## src/sv/sarena_pkg.sv

```systemverilog
// Shared types and constants for the stack arena allocator.
package sarena_pkg;

   localparam int MAX_TRACKED = 64;
   localparam int ADDR_W      = 32;
   localparam int STK_IDX_W   = $clog2(MAX_TRACKED);
   localparam int STK_CNT_W   = $clog2(MAX_TRACKED + 1);
   localparam int LIVE_W      = 7;
   localparam int TRACK_W     = 7;
   localparam int ALIGN_W     = 5;
   localparam int MAX_ALIGN   = 16;
   localparam int AMASK_W     = MAX_ALIGN;
   localparam int CSR_IDX_W   = 2;

   // one past the last byte of the address space
   localparam logic [ADDR_W+2:0] ADDR_SPAN = {3'b001, {ADDR_W{1'b0}}};

   localparam logic [1:0] REQ_ALLOC  = 2'd0;
   localparam logic [1:0] REQ_FREE   = 2'd1;
   localparam logic [1:0] REQ_RESIZE = 2'd2;

   localparam logic [CSR_IDX_W-1:0] CSR_BASE_ADDR   = 2'd0;
   localparam logic [CSR_IDX_W-1:0] CSR_CAPACITY    = 2'd1;
   localparam logic [CSR_IDX_W-1:0] CSR_TRACK_LIMIT = 2'd2;

   typedef enum logic [2:0] {
      ST_OK         = 3'd0,
      ST_NO_SPACE   = 3'd1,
      ST_OUTSIDE    = 3'd2,
      ST_ABOVE_TOP  = 3'd3,
      ST_ORDER      = 3'd4,
      ST_BAD_REQ    = 3'd5,
      ST_TRACK_FULL = 3'd6
   } status_type;

   typedef enum logic [1:0] {
      CMD_ALLOC,
      CMD_FREE,
      CMD_BAD
   } cmd_kind_type;

   typedef enum logic {
      BK_IDLE,
      BK_COMMIT
   } bk_state_type;

   typedef struct packed {
      logic [1:0]         req_type;
      logic [ADDR_W-1:0]  addr;
      logic [ADDR_W-1:0]  size;
      logic [ALIGN_W-1:0] align_log2;
   } req_word_type;

   typedef struct packed {
      status_type         status;
      logic [ADDR_W-1:0]  result_addr;
      logic [ADDR_W-1:0]  used_bytes;
      logic [ADDR_W-1:0]  peak_bytes;
      logic [LIVE_W-1:0]  live_count;
   } rsp_word_type;

   typedef struct packed {
      cmd_kind_type       kind;
      logic [ADDR_W-1:0]  addr;
      logic [AMASK_W-1:0] amask;
      logic [ADDR_W:0]    asize;
   } cmd_word_type;

   typedef struct packed {
      logic              push;
      logic              pop;
      logic [ADDR_W-1:0] push_data;
   } stk_ctl_type;

   typedef struct packed {
      logic [STK_CNT_W-1:0] count;
      logic [ADDR_W-1:0]    exp_off;
   } stk_stat_type;

endpackage

```

## src/sv/sarena_front.sv

```systemverilog
// Request intake: decode, alignment mask and size rounding, two-entry command queue.
module sarena_front (
   input  logic                      clock,
   input  logic                      reset,
   input  logic                      push,
   output logic                      full,
   input  sarena_pkg::req_word_type  req_data,
   output logic                      cmd_valid,
   input  logic                      cmd_pop,
   output sarena_pkg::cmd_word_type  cmd_data
);

   logic [sarena_pkg::AMASK_W:0]   amask_wide;
   logic [sarena_pkg::AMASK_W-1:0] amask;
   logic [sarena_pkg::ADDR_W:0]    amask_ext;
   sarena_pkg::cmd_word_type       cmd_new;

   sarena_pkg::cmd_word_type q_ff [2];
   logic                     wr_ptr_ff, wr_ptr_in;
   logic                     rd_ptr_ff, rd_ptr_in;
   logic [1:0]               cnt_ff, cnt_in;
   logic                     do_push, do_pop;

   always_comb begin
      amask_wide = ((sarena_pkg::AMASK_W + 1)'(1) << req_data.align_log2)
                   - (sarena_pkg::AMASK_W + 1)'(1);
      amask      = amask_wide[sarena_pkg::AMASK_W-1:0];
      amask_ext  = (sarena_pkg::ADDR_W + 1)'(amask);

      cmd_new.addr  = req_data.addr;
      cmd_new.amask = amask;
      cmd_new.asize = ((sarena_pkg::ADDR_W + 1)'(req_data.size) + amask_ext) & ~amask_ext;

      case (req_data.req_type)
         sarena_pkg::REQ_ALLOC: begin
            if (req_data.size == '0 ||
                req_data.align_log2 > sarena_pkg::ALIGN_W'(sarena_pkg::MAX_ALIGN))
               cmd_new.kind = sarena_pkg::CMD_BAD;
            else
               cmd_new.kind = sarena_pkg::CMD_ALLOC;
         end
         sarena_pkg::REQ_FREE: begin
            cmd_new.kind = sarena_pkg::CMD_FREE;
         end
         default: begin
            // resize and unused codes
            cmd_new.kind = sarena_pkg::CMD_BAD;
         end
      endcase
   end

   assign full      = (cnt_ff == 2'd2);
   assign cmd_valid = (cnt_ff != 2'd0);
   assign cmd_data  = q_ff[rd_ptr_ff];
   assign do_push   = push && !full;
   assign do_pop    = cmd_pop && cmd_valid;

   always_comb begin
      wr_ptr_in = wr_ptr_ff ^ do_push;
      rd_ptr_in = rd_ptr_ff ^ do_pop;
      cnt_in    = cnt_ff + 2'(do_push) - 2'(do_pop);
   end

   always_ff @(posedge clock) begin
      if (reset) begin
         wr_ptr_ff <= 1'b0;
         rd_ptr_ff <= 1'b0;
         cnt_ff    <= 2'd0;
      end else begin
         wr_ptr_ff <= wr_ptr_in;
         rd_ptr_ff <= rd_ptr_in;
         cnt_ff    <= cnt_in;
      end
   end

   always_ff @(posedge clock) begin
      if (do_push) begin
         q_ff[wr_ptr_ff] <= cmd_new;
      end
   end

endmodule

```

## src/sv/sarena_stack.sv

```systemverilog
// Order-check stack: end offsets of live blocks, with top and second entries held in registers.
module sarena_stack (
   input  logic                      clock,
   input  logic                      reset,
   input  sarena_pkg::stk_ctl_type   stk_ctl,
   output sarena_pkg::stk_stat_type  stk_stat
);

   logic [sarena_pkg::ADDR_W-1:0]    mem_ff [sarena_pkg::MAX_TRACKED];
   logic [sarena_pkg::ADDR_W-1:0]    rd_data_ff;
   logic [sarena_pkg::STK_CNT_W-1:0] count_ff, count_in;
   logic [sarena_pkg::STK_CNT_W-1:0] rd_idx;
   logic [sarena_pkg::ADDR_W-1:0]    tos_ff, tos_in;
   logic [sarena_pkg::ADDR_W-1:0]    exp_ff, exp_in;
   logic                             refill_ff, refill_in;
   logic                             need_refill;

   // after a pop the new second entry sits in memory: fetch it the next cycle
   assign need_refill = count_ff >= sarena_pkg::STK_CNT_W'(3);
   assign rd_idx      = count_ff - sarena_pkg::STK_CNT_W'(3);

   always_comb begin
      count_in  = count_ff;
      tos_in    = tos_ff;
      exp_in    = exp_ff;
      refill_in = 1'b0;
      if (refill_ff) begin
         exp_in = rd_data_ff;
      end else if (stk_ctl.push) begin
         exp_in   = (count_ff == '0) ? '0 : tos_ff;
         tos_in   = stk_ctl.push_data;
         count_in = count_ff + sarena_pkg::STK_CNT_W'(1);
      end else if (stk_ctl.pop) begin
         tos_in   = exp_ff;
         count_in = count_ff - sarena_pkg::STK_CNT_W'(1);
         if (need_refill)
            refill_in = 1'b1;
         else
            exp_in = '0;
      end
   end

   always_ff @(posedge clock) begin
      if (reset) begin
         count_ff  <= '0;
         refill_ff <= 1'b0;
      end else begin
         count_ff  <= count_in;
         refill_ff <= refill_in;
      end
   end

   always_ff @(posedge clock) begin
      tos_ff <= tos_in;
      exp_ff <= exp_in;
   end

   always_ff @(posedge clock) begin
      if (stk_ctl.push) begin
         mem_ff[count_ff[sarena_pkg::STK_IDX_W-1:0]] <= stk_ctl.push_data;
      end
      if (stk_ctl.pop && need_refill) begin
         rd_data_ff <= mem_ff[rd_idx[sarena_pkg::STK_IDX_W-1:0]];
      end
   end

   assign stk_stat.count   = count_ff;
   assign stk_stat.exp_off = exp_ff;

   a_refill_quiet: assert property (@(posedge clock) disable iff (reset)
      refill_ff |-> !stk_ctl.push && !stk_ctl.pop)
      else $error("stack operation during refill");

   a_push_room: assert property (@(posedge clock) disable iff (reset)
      stk_ctl.push |-> count_ff < sarena_pkg::STK_CNT_W'(sarena_pkg::MAX_TRACKED))
      else $error("stack push when full");

   a_pop_live: assert property (@(posedge clock) disable iff (reset)
      stk_ctl.pop |-> count_ff != '0 && !stk_ctl.push)
      else $error("stack pop when empty or with push");

endmodule

```

## src/sv/sarena_back.sv

```systemverilog
// Execution: config registers, top/peak state, two-step alloc/free evaluation, result queue.
module sarena_back (
   input  logic                                clock,
   input  logic                                reset,
   input  logic                                csr_wr_en,
   input  logic [sarena_pkg::CSR_IDX_W-1:0]    csr_index,
   input  logic [sarena_pkg::ADDR_W-1:0]       csr_wdata,
   input  logic                                cmd_valid,
   input  sarena_pkg::cmd_word_type            cmd_data,
   output logic                                cmd_pop,
   output sarena_pkg::stk_ctl_type             stk_ctl,
   input  sarena_pkg::stk_stat_type            stk_stat,
   output logic                                empty,
   input  logic                                pop,
   output sarena_pkg::rsp_word_type            rsp_data
);

   localparam int AW = sarena_pkg::ADDR_W;

   logic [AW-1:0]                  base_ff, base_in;
   logic [AW-1:0]                  cap_ff, cap_in;
   logic [sarena_pkg::TRACK_W-1:0] track_ff, track_in;
   logic [AW-1:0]                  top_ff, top_in;
   logic [AW-1:0]                  peak_ff, peak_in;
   sarena_pkg::bk_state_type       state_ff, state_in;

   // evaluation stage
   sarena_pkg::cmd_kind_type kind_ff;
   logic [AW+1:0]            start_ff;
   logic [AW:0]              asize_ff;
   logic                     outside_ff, above_ff;
   logic [AW-1:0]            off_ff;

   logic [AW+1:0] sum1, amask_w, start_c;
   logic [AW:0]   lim;
   logic          outside_c, above_c;
   logic          ld_stage, commit;

   logic [AW+2:0]                    end_c;
   logic [AW-1:0]                    newtop;
   logic                             track_on, trk_full;
   sarena_pkg::status_type           st;
   logic [AW-1:0]                    res_addr;
   logic                             upd_top;
   logic [AW-1:0]                    top_val, peak_val;
   logic [sarena_pkg::STK_CNT_W-1:0] cnt_after;
   sarena_pkg::rsp_word_type         rsp_new;

   sarena_pkg::rsp_word_type oq_ff [2];
   logic                     oq_wr_ff, oq_rd_ff;
   logic [1:0]               oq_cnt_ff, oq_cnt_in;
   logic                     oq_full, oq_pop;

   // configuration
   always_comb begin
      base_in  = base_ff;
      cap_in   = cap_ff;
      track_in = track_ff;
      if (csr_wr_en) begin
         case (csr_index)
            sarena_pkg::CSR_BASE_ADDR:   base_in  = csr_wdata;
            sarena_pkg::CSR_CAPACITY:    cap_in   = csr_wdata;
            sarena_pkg::CSR_TRACK_LIMIT: track_in = csr_wdata[sarena_pkg::TRACK_W-1:0];
            default: ;
         endcase
      end
   end

   // first step: aligned start, free range checks
   always_comb begin
      amask_w   = (AW + 2)'(cmd_data.amask);
      sum1      = (AW + 2)'(base_ff) + (AW + 2)'(top_ff) + amask_w;
      start_c   = sum1 & ~amask_w;
      lim       = (AW + 1)'(base_ff) + (AW + 1)'(cap_ff);
      outside_c = (cmd_data.addr < base_ff) || ((AW + 1)'(cmd_data.addr) >= lim);
      above_c   = (AW + 1)'(cmd_data.addr) >= ((AW + 1)'(base_ff) + (AW + 1)'(top_ff));
   end

   // sequencer
   always_comb begin
      state_in = state_ff;
      cmd_pop  = 1'b0;
      ld_stage = 1'b0;
      commit   = 1'b0;
      case (state_ff)
         sarena_pkg::BK_IDLE: begin
            if (cmd_valid) begin
               cmd_pop  = 1'b1;
               ld_stage = 1'b1;
               state_in = sarena_pkg::BK_COMMIT;
            end
         end
         sarena_pkg::BK_COMMIT: begin
            if (!oq_full) begin
               commit   = 1'b1;
               state_in = sarena_pkg::BK_IDLE;
            end
         end
         default: begin
            state_in = sarena_pkg::BK_IDLE;
         end
      endcase
   end

   // second step: space/order checks and state update
   always_comb begin
      track_on = track_ff != '0;
      trk_full = (int'(stk_stat.count) >= int'(track_ff)) ||
                 (int'(stk_stat.count) >= sarena_pkg::MAX_TRACKED);
      end_c    = (AW + 3)'(start_ff) + (AW + 3)'(asize_ff);
      newtop   = end_c[AW-1:0] - base_ff;

      st                = sarena_pkg::ST_BAD_REQ;
      res_addr          = '0;
      upd_top           = 1'b0;
      top_val           = top_ff;
      peak_val          = peak_ff;
      stk_ctl.push      = 1'b0;
      stk_ctl.pop       = 1'b0;
      stk_ctl.push_data = newtop;

      case (kind_ff)
         sarena_pkg::CMD_ALLOC: begin
            if (end_c > (AW + 3)'(lim) || end_c > sarena_pkg::ADDR_SPAN) begin
               st = sarena_pkg::ST_NO_SPACE;
            end else if (track_on && trk_full) begin
               st = sarena_pkg::ST_TRACK_FULL;
            end else begin
               st           = sarena_pkg::ST_OK;
               res_addr     = start_ff[AW-1:0];
               upd_top      = 1'b1;
               top_val      = newtop;
               if (newtop > peak_ff)
                  peak_val = newtop;
               stk_ctl.push = commit && track_on;
            end
         end
         sarena_pkg::CMD_FREE: begin
            if (outside_ff) begin
               st = sarena_pkg::ST_OUTSIDE;
            end else if (above_ff) begin
               st = sarena_pkg::ST_ABOVE_TOP;
            end else if (track_on &&
                         (stk_stat.count == '0 || off_ff != stk_stat.exp_off)) begin
               st = sarena_pkg::ST_ORDER;
            end else begin
               st          = sarena_pkg::ST_OK;
               upd_top     = 1'b1;
               top_val     = off_ff;
               stk_ctl.pop = commit && track_on;
            end
         end
         default: begin
            st = sarena_pkg::ST_BAD_REQ;
         end
      endcase

      cnt_after = stk_stat.count + sarena_pkg::STK_CNT_W'(stk_ctl.push)
                  - sarena_pkg::STK_CNT_W'(stk_ctl.pop);

      rsp_new.status      = st;
      rsp_new.result_addr = res_addr;
      rsp_new.used_bytes  = top_val;
      rsp_new.peak_bytes  = peak_val;
      rsp_new.live_count  = sarena_pkg::LIVE_W'(cnt_after);

      top_in  = (commit && upd_top) ? top_val : top_ff;
      peak_in = commit ? peak_val : peak_ff;
   end

   // result queue
   assign oq_full  = (oq_cnt_ff == 2'd2);
   assign empty    = (oq_cnt_ff == 2'd0);
   assign oq_pop   = pop && !empty;
   assign rsp_data = oq_ff[oq_rd_ff];
   assign oq_cnt_in = oq_cnt_ff + 2'(commit) - 2'(oq_pop);

   always_ff @(posedge clock) begin
      if (reset) begin
         base_ff   <= '0;
         cap_ff    <= '0;
         track_ff  <= '0;
         top_ff    <= '0;
         peak_ff   <= '0;
         state_ff  <= sarena_pkg::BK_IDLE;
         oq_wr_ff  <= 1'b0;
         oq_rd_ff  <= 1'b0;
         oq_cnt_ff <= 2'd0;
      end else begin
         base_ff   <= base_in;
         cap_ff    <= cap_in;
         track_ff  <= track_in;
         top_ff    <= top_in;
         peak_ff   <= peak_in;
         state_ff  <= state_in;
         oq_wr_ff  <= oq_wr_ff ^ commit;
         oq_rd_ff  <= oq_rd_ff ^ oq_pop;
         oq_cnt_ff <= oq_cnt_in;
      end
   end

   always_ff @(posedge clock) begin
      if (ld_stage) begin
         kind_ff    <= cmd_data.kind;
         start_ff   <= start_c;
         asize_ff   <= cmd_data.asize;
         outside_ff <= outside_c;
         above_ff   <= above_c;
         off_ff     <= cmd_data.addr - base_ff;
      end
      if (commit) begin
         oq_ff[oq_wr_ff] <= rsp_new;
      end
   end

   a_peak_covers_top: assert property (@(posedge clock) disable iff (reset)
      peak_ff >= top_ff)
      else $error("peak below top offset");

   a_stack_needs_track: assert property (@(posedge clock) disable iff (reset)
      (stk_ctl.push || stk_ctl.pop) |-> commit && track_on)
      else $error("stack touched outside a tracked commit");

   a_top_moves_on_commit: assert property (@(posedge clock) disable iff (reset)
      !commit |=> top_ff == $past(top_ff))
      else $error("top offset changed without a commit");

endmodule

```

## src/sv/stack_arena_allocator.sv

```systemverilog
// Top level of the LIFO arena allocator: intake, execution and order-check stack.
// A pushed word passes the command queue and the evaluation stage, then reaches rsp_data
// (empty low) on commit. The back-end sequencer takes a new command once the last commits.
// The front queue keeps accepting while a result waits in the two-entry result queue.
// Reset (synchronous, active high) clears config, top/peak offsets, live count and queues;
// the stack memory is not cleared since only entries below the live count are read.
module stack_arena_allocator (
   input  logic                              clock,
   input  logic                              reset,
   input  logic                              push,
   output logic                              full,
   input  sarena_pkg::req_word_type          req_data,
   output logic                              empty,
   input  logic                              pop,
   output sarena_pkg::rsp_word_type          rsp_data,
   input  logic                              csr_wr_en,
   input  logic [sarena_pkg::CSR_IDX_W-1:0]  csr_index,
   input  logic [sarena_pkg::ADDR_W-1:0]     csr_wdata
);

   logic                     cmd_valid;
   logic                     cmd_pop;
   sarena_pkg::cmd_word_type cmd_data;
   sarena_pkg::stk_ctl_type  stk_ctl;
   sarena_pkg::stk_stat_type stk_stat;

   sarena_front u_front (
      .clock     (clock),
      .reset     (reset),
      .push      (push),
      .full      (full),
      .req_data  (req_data),
      .cmd_valid (cmd_valid),
      .cmd_pop   (cmd_pop),
      .cmd_data  (cmd_data)
   );

   sarena_stack u_stack (
      .clock    (clock),
      .reset    (reset),
      .stk_ctl  (stk_ctl),
      .stk_stat (stk_stat)
   );

   sarena_back u_back (
      .clock     (clock),
      .reset     (reset),
      .csr_wr_en (csr_wr_en),
      .csr_index (csr_index),
      .csr_wdata (csr_wdata),
      .cmd_valid (cmd_valid),
      .cmd_data  (cmd_data),
      .cmd_pop   (cmd_pop),
      .stk_ctl   (stk_ctl),
      .stk_stat  (stk_stat),
      .empty     (empty),
      .pop       (pop),
      .rsp_data  (rsp_data)
   );

endmodule
```

## config.mk

```make
export PLATFORM = sky130hd
export DESIGN_NAME = stack_arena_allocator
export DESIGN_NICKNAME = d
export VERILOG_FILES = /design/src/sv/sarena_pkg.sv /design/src/sv/sarena_front.sv /design/src/sv/sarena_stack.sv /design/src/sv/sarena_back.sv /design/src/sv/stack_arena_allocator.sv
export SDC_FILE = /design/constraint.sdc
export NUM_CORES = 2
export LEC_CHECK = 0
export ABC_AREA = 0
export BUFFER_PORTS_ARGS = -buffer_cell sky130_fd_sc_hd__buf_2
export CORE_MARGIN = 4
export CORE_UTILIZATION = 63
export DETAILED_ROUTE_END_ITERATION = 10
export PLACE_DENSITY_LB_ADDON = 0.25
export SLEW_MARGIN = 20
export SYNTH_ARGS = -nofsm -noshare
export SYNTH_HDL_FRONTEND = slang
export SYNTH_SLANG_ARGS = --single-unit
```

## constraint.sdc

```tcl
create_clock -name clock -period 10.65 [get_ports clock]
set_input_delay 1.065 -clock clock [delete_from_list [all_inputs] [get_ports clock]]
set_output_delay 1.065 -clock clock [all_outputs]
set_load 0.01 [all_outputs]
```

### Word level (Yosys, flattened, before mapping)

Memory sizes are Yosys's and may differ from the RTL's. A register that Yosys moved wholly into a read port is not among the register bits.
Cells that the tools add are included.

| word-level totals | value |
|---|---|
| bits in registers | 319 |
| latch bits | 0 |
| bits in writable memories | 2426 |
| memory bits (read-only) | 0 |
| input port bits | 110 |
| logic and storage cells | 162 |
| memories kept | 3 |

| cells by class | value |
|---|---|
| add/sub/neg operators | 18 |
| $mul | 0 |
| div/mod/pow operators | 0 |
| magnitude comparators | 10 |
| equality and inequality tests | 8 |
| shifts and indexed selects | 1 |
| muxes and demuxes | 58 |
| bitwise operators | 11 |
| reductions and logical operators | 31 |

Memory list:

| name | depth | bits a word | read ports | clocked after Yosys merged registers in | write ports | line | text |
|---|---|---|---|---|---|---|---|
| u_stack.mem_ff | 64 | 32 | 1 | 1 | 1 | sarena_stack.sv:9 | `logic [sarena_pkg::ADDR_W-1:0] mem_ff [sarena_pkg::MAX_TRACKED];` |
| u_back.oq_ff | 2 | 106 | 1 | 1 | 1 | sarena_back.sv:49 | `sarena_pkg::rsp_word_type oq_ff [2];` |
| u_front.q_ff | 2 | 83 | 1 | 1 | 1 | sarena_front.sv:18 | `sarena_pkg::cmd_word_type q_ff [2];` |

Operators by type and width:

| kind | count |
|---|---|
| 32-bit two-way mux | 19 |
| 32-bit by 32-bit adder with 33-bit output | 3 |
| 32-bit by 33-bit >= comparator with 1-bit output | 2 |
| 32-bit case mux with 2 select lines | 1 |
| 32-bit subtractor | 2 |
| 34-bit by 33-bit adder with 35-bit output | 1 |
| 35-bit by 33-bit > comparator with 1-bit output | 1 |
| 35-bit by 33-bit > comparator with 1-bit output (second input constant) | 1 |
| 34-bit by 16-bit adder with 34-bit output | 1 |
| 34-bit bitwise AND | 1 |
| 16-bit inverter with 34-bit output | 1 |
| 32-bit by 16-bit adder with 33-bit output | 1 |
| 33-bit bitwise AND | 1 |
| 16-bit inverter with 33-bit output | 1 |
| 32-bit > comparator | 1 |
| 32-bit zero test | 1 |
| 32-bit less-than comparator | 1 |
| 32-bit inequality test | 1 |
| 1-bit two-way mux | 26 |
| 1-bit by 5-bit left shift with 16-bit output (first input constant) | 1 |
| 16-bit by 2-bit subtractor with 16-bit output (second input constant) | 1 |
| 3-bit two-way mux | 5 |
| 7-bit two-way mux | 2 |
| 2-bit AND reduction | 5 |
| other kinds (29) | 57 |

### Depth between registers and ports, before layout

| logic depth | value |
|---|---|
| word-level depth | 11 |
| mapped depth | 38 |

### Hierarchy

From an unflattened synthesis, not the netlist that was laid out.

| unflattened totals | value |
|---|---|
| cells, all modules | 7044 |
| area total of the unflattened synthesis | 121238.8 um2 |

Modules (own cells, without submodules):

| module | instances | cells each | area each (um2) |
|---|---|---|---|
| sarena_stack | 1 | 3458 | 82270.2 |
| sarena_back | 1 | 3059 | 31167.4 |
| sarena_front | 1 | 527 | 7801.2 |

### Worst setup path before layout

Ideal clock, no wire load.

| timing | value |
|---|---|
| path kind | register to register |
| start | reg u_back.start_ff[0] |
| end | mem u_back.oq_ff[0][15] (netlist bit), data pin |
| library setup time | 0.267 ns |
| data arrival time | 8.492 ns |
| required time | 10.383 ns |
| setup slack | 1.891 ns |
| stages on the path, launching flop included | 32 |
| path buffers | 1 |
| cell sequence | edfxtp_1 > ha_1 > inv_1 > fa_1 > nor2b_1 > o2111a_1 > o21ai_1 > o41ai_1 > o21ai_0 > and2_1 > ha_1 > and3_1 > and2_1 > and3_1 > and3_1 > a211oi_1 > a211oi_1 > a21o_1 > a21oi_1 > o21bai_1 > xnor2_1 > ha_1 > nand4_1 > nor2_1 > nand2_1 > or3_1 > nand3b_1 > a22oi_1 > inv_1 > a32oi_1 > clkbuf_1 > mux2_2 |

RTL lines:

| item | line | text |
|---|---|---|
| from (decl) | sarena_back.sv:29 | `logic [AW+1:0] start_ff;` |
| from (signal assigned) | sarena_back.sv:205 | `start_ff <= start_c;` |
| to (decl) | sarena_back.sv:49 |  |

### Worst setup path after layout

| timing | value |
|---|---|
| start | reg u_back.base_ff[1] |
| end | mem u_back.oq_ff[0][6] (netlist bit), data pin |

| on the way | value |
|---|---|
| word-level cells in the longest chain between the ends | 7 |

Ends and longest elaborated chain:

| item | line | text |
|---|---|---|
| from (decl) | sarena_back.sv:20 | `logic [AW-1:0] base_ff, base_in;` |
| from (signal assigned) | sarena_back.sv:190 | `base_ff <= base_in;` |
| 32-bit by 32-bit adder with 33-bit output | sarena_back.sv:74 | `lim = (AW + 1)'(base_ff) + (AW + 1)'(cap_ff);` |
| 35-bit by 33-bit > comparator with 1-bit output | sarena_back.sv:124 | `if (end_c > (AW + 3)'(lim) \|\| end_c > sarena_pkg::ADDR_SPAN) begin` |
| 1-bit logical OR | sarena_back.sv:124 |  |
| 1-bit two-way mux | sarena_back.sv:124 |  |
| 1-bit two-way mux | sarena_back.sv:122 | `case (kind_ff)` |
| 7-bit by 1-bit adder with 7-bit output | sarena_back.sv:158 | `cnt_after = stk_stat.count + sarena_pkg::STK_CNT_W'(stk_ctl.push)` |
| 7-bit by 1-bit subtractor with 7-bit output | sarena_back.sv:159 | `- sarena_pkg::STK_CNT_W'(stk_ctl.pop);` |
| via u_back.cnt_after (one bit) | sarena_back.sv:46 | `logic [sarena_pkg::STK_CNT_W-1:0] cnt_after;` |

The timed path passes the listed nets, and every way through them passes these cells.

==> metrics.cfg <==
[timing]
worst_pin_slew_ns = 1.15
fin_skew_ns = 0.0770
period_share = 0.840
tns_ns = 0
slew_violations = 0
max-slew-margin-rel = 0.235
max_freq_mhz = 112
setup_viol = 0
min_period_ns = 8.95
rsz0062_at_grt = no
hold_viol_final = 0

[grt]
use_met3 = 0.0861
grt_max_degree = 130
met1_usage = 0.471
busiest_layer = met2
grt_usage = 0.356
use_met2 = 0.553
grt.overflow.total = 0
grt_pass1_vias = 67900
grt_antenna_before_repair = 51
grt_pass1_wl_mm = 499

[clocking]
postCtsHoldBufs = 0
cts_root_buf = clkbuf_16
cts_made_buffers = 287
cts.sinks = 2777
cts_setup_buffers = 0
clock_latency_ns = 0.95
cts_tree = built
cts.repair.resized = 0
cts_buffer_depth = 4
path_clk_slew_ns = 0.06
h-tree-depth = 5

[setup_path]
critPathMaxFanout = 13
cp-start-kind = flop
worstPathRequired_ns = 11.32
cp_top_family = compound AO/OA/AOI/OAI gates
crit_path_top_delay_cell = dfxtp_1
critPathKind = reg2reg
cp-end-kind = flop
critPathMaxStageDelay_ns = 0.50
critPathBufInv = 3
worst_ep_arrival_time_ns = 9.62
cpMostUsedCell = a21oi_1

[floorplanning]
start_util = 0.635
io_pins = 218
design.die.area_sq_um = 197000
die_h_um = 444
core.rowCount = 159
core-area_sq_um = 188000
die_w_um = 444

[synthesis]
synth-compound-area-share = 0.0483
yosysTopAreaCellShare = 0.658
netlist_top_cells_area = edfxtp_1 66%, mux4_2 13%, ha_1 3.8%, dfxtp_1 2.5%, mux2_2 2.0%
synth_edf_count = 2625
synth_flop_cell = edfxtp_1
async_reset_ff_frac = 0
syn_area_sq_um = 120000
seq_area_frac_synth = 0.684
synthMuxAreaShare = 0.150
synth-seq-cells = 2777
syn_nets = 7279
synth_cell_type_count = 92
yosysTopAreaCell = edfxtp_1
yosysWarningCount = 0
synth_cells = 6799
synth_top_family_by_area = multiplexers
synthAdderAreaFrac = 0.0392
synthSimpleGateAreaFrac = 0.0464
synthXorXnorAreaFrac = 0.0168
avgSynthCellArea_sq_um = 17.6

[detailed_routing]
ant_nets = 0
drt-initial-drc-count = 11300
routed_wl_mm = 357
firstDrtPassIters = 6
drt_drc_violations_left = 0
wl_per_cell_um = 36.0
vias = 69900
vias_per_cell = 7.04

[job]
cap_violations = 0

[hold_path]
hold_path.class = in2reg

[place]
placed_area_sq_um = 125000
port_buffers = 217
routabilityCongestion = 1.04
hpwl_mm = 215

[cells_and_area]
final_area_sq_um = 134000
drive_gt1_frac = 0.247
area_delta_synth_final_pct = 12.0
final_common_cell = edfxtp_1
mostFrequentLayoutCells = 2625 x edfxtp_1, 672 x mux4_2, 417 x nand2_1
layout.nets = 7685

[run_status]
status = completed

final timing paths:
check,start,to,slack (ns),cells past startpoint
max reg2reg,u_back.base_ff[1],u_back.oq_ff[0][6],1.70,37
min reg2reg,u_back.cap_ff[17],u_back.cap_ff[17],0.46,2
min,req_data[40],u_front.q_ff[0][52],0.33,1
max,u_back.base_ff[1],u_back.oq_ff[0][6],1.70,37
sequential cells by signal, summed over array words and instances (netlist names), 33 cells and up:
name	count
u_stack.mem_ff	2048
u_back.oq_ff	212
u_front.q_ff	166
u_back.start_ff	34
u_back.asize_ff	33
final cells by class:
type                            count  area [sq um]
Antenna cell                       26          65.1
Clock buffer                      361          7660
Clock inverter                    126          1110
Fill cell                       11000         54300
Inverter                          182           683
Multi-Input combinational cell   3565         37000
Sequential cell                  2777         81900
Tap cell                         2495          3120
Timing Repair Buffer              392          2650
kinds of logic (layout without fill, tap and decap cells):
kind of cell / Yosys count / in the layout
compound gates: 855 / 855
simple gates: 1180 / 1180
fa+ha+maj: 370 / 370
buf+inv: 457 / 1061
xor+xnor: 230 / 230
other cells: 0 / 26
mux: 930 / 930
flops: 2777 / 2777
cells in the mapped netlist, types with 25 or more instances:
cell type,n
and3_1,39
nor3_1,66
xor2_1,76
buf_1,50
and2_1,54
dfxtp_1,152
nor2b_1,34
nand3_1,54
inv_1,181
nand2_1,417
mux4_2,672
edfxtp_1,2625
a22o_1,35
nand4_1,53
mux2_2,212
nor2_1,315
a21o_1,123
o21a_1,37
ha_1,361
a211oi_2,27
a21oi_1,253
clkbuf_1,200
o21ai_0,134
mux2i_1,46
nand2b_1,37
a211oi_1,29
a22oi_1,35
nor4_1,25
xnor2_1,154
metrics by stage:
step | setup slack (ns) | utilization | hold WS (ns) | std cells
after floorplan | 1.89 | - | 0.441 | 6799
after global placement | 1.96 | 0.664 | 0.451 | 9400
after detailed placement | 1.98 | 0.664 | 0.455 | 9401
after CTS | 1.95 | 0.710 | 0.281 | 9888
after global routing | 1.26 | 0.712 | 0.312 | 9904
final | 1.70 | 0.712 | 0.331 | 9924
per-layer routing:
metal  share of wire  routed length, um
met5         0.00026                 94
met4           0.066              23600
met3            0.13              44700
met2            0.47             169000
met1            0.34             120000
Power is not shown: default switching activity piles up to over one toggle a cycle in this logic, so the estimate is an artifact.
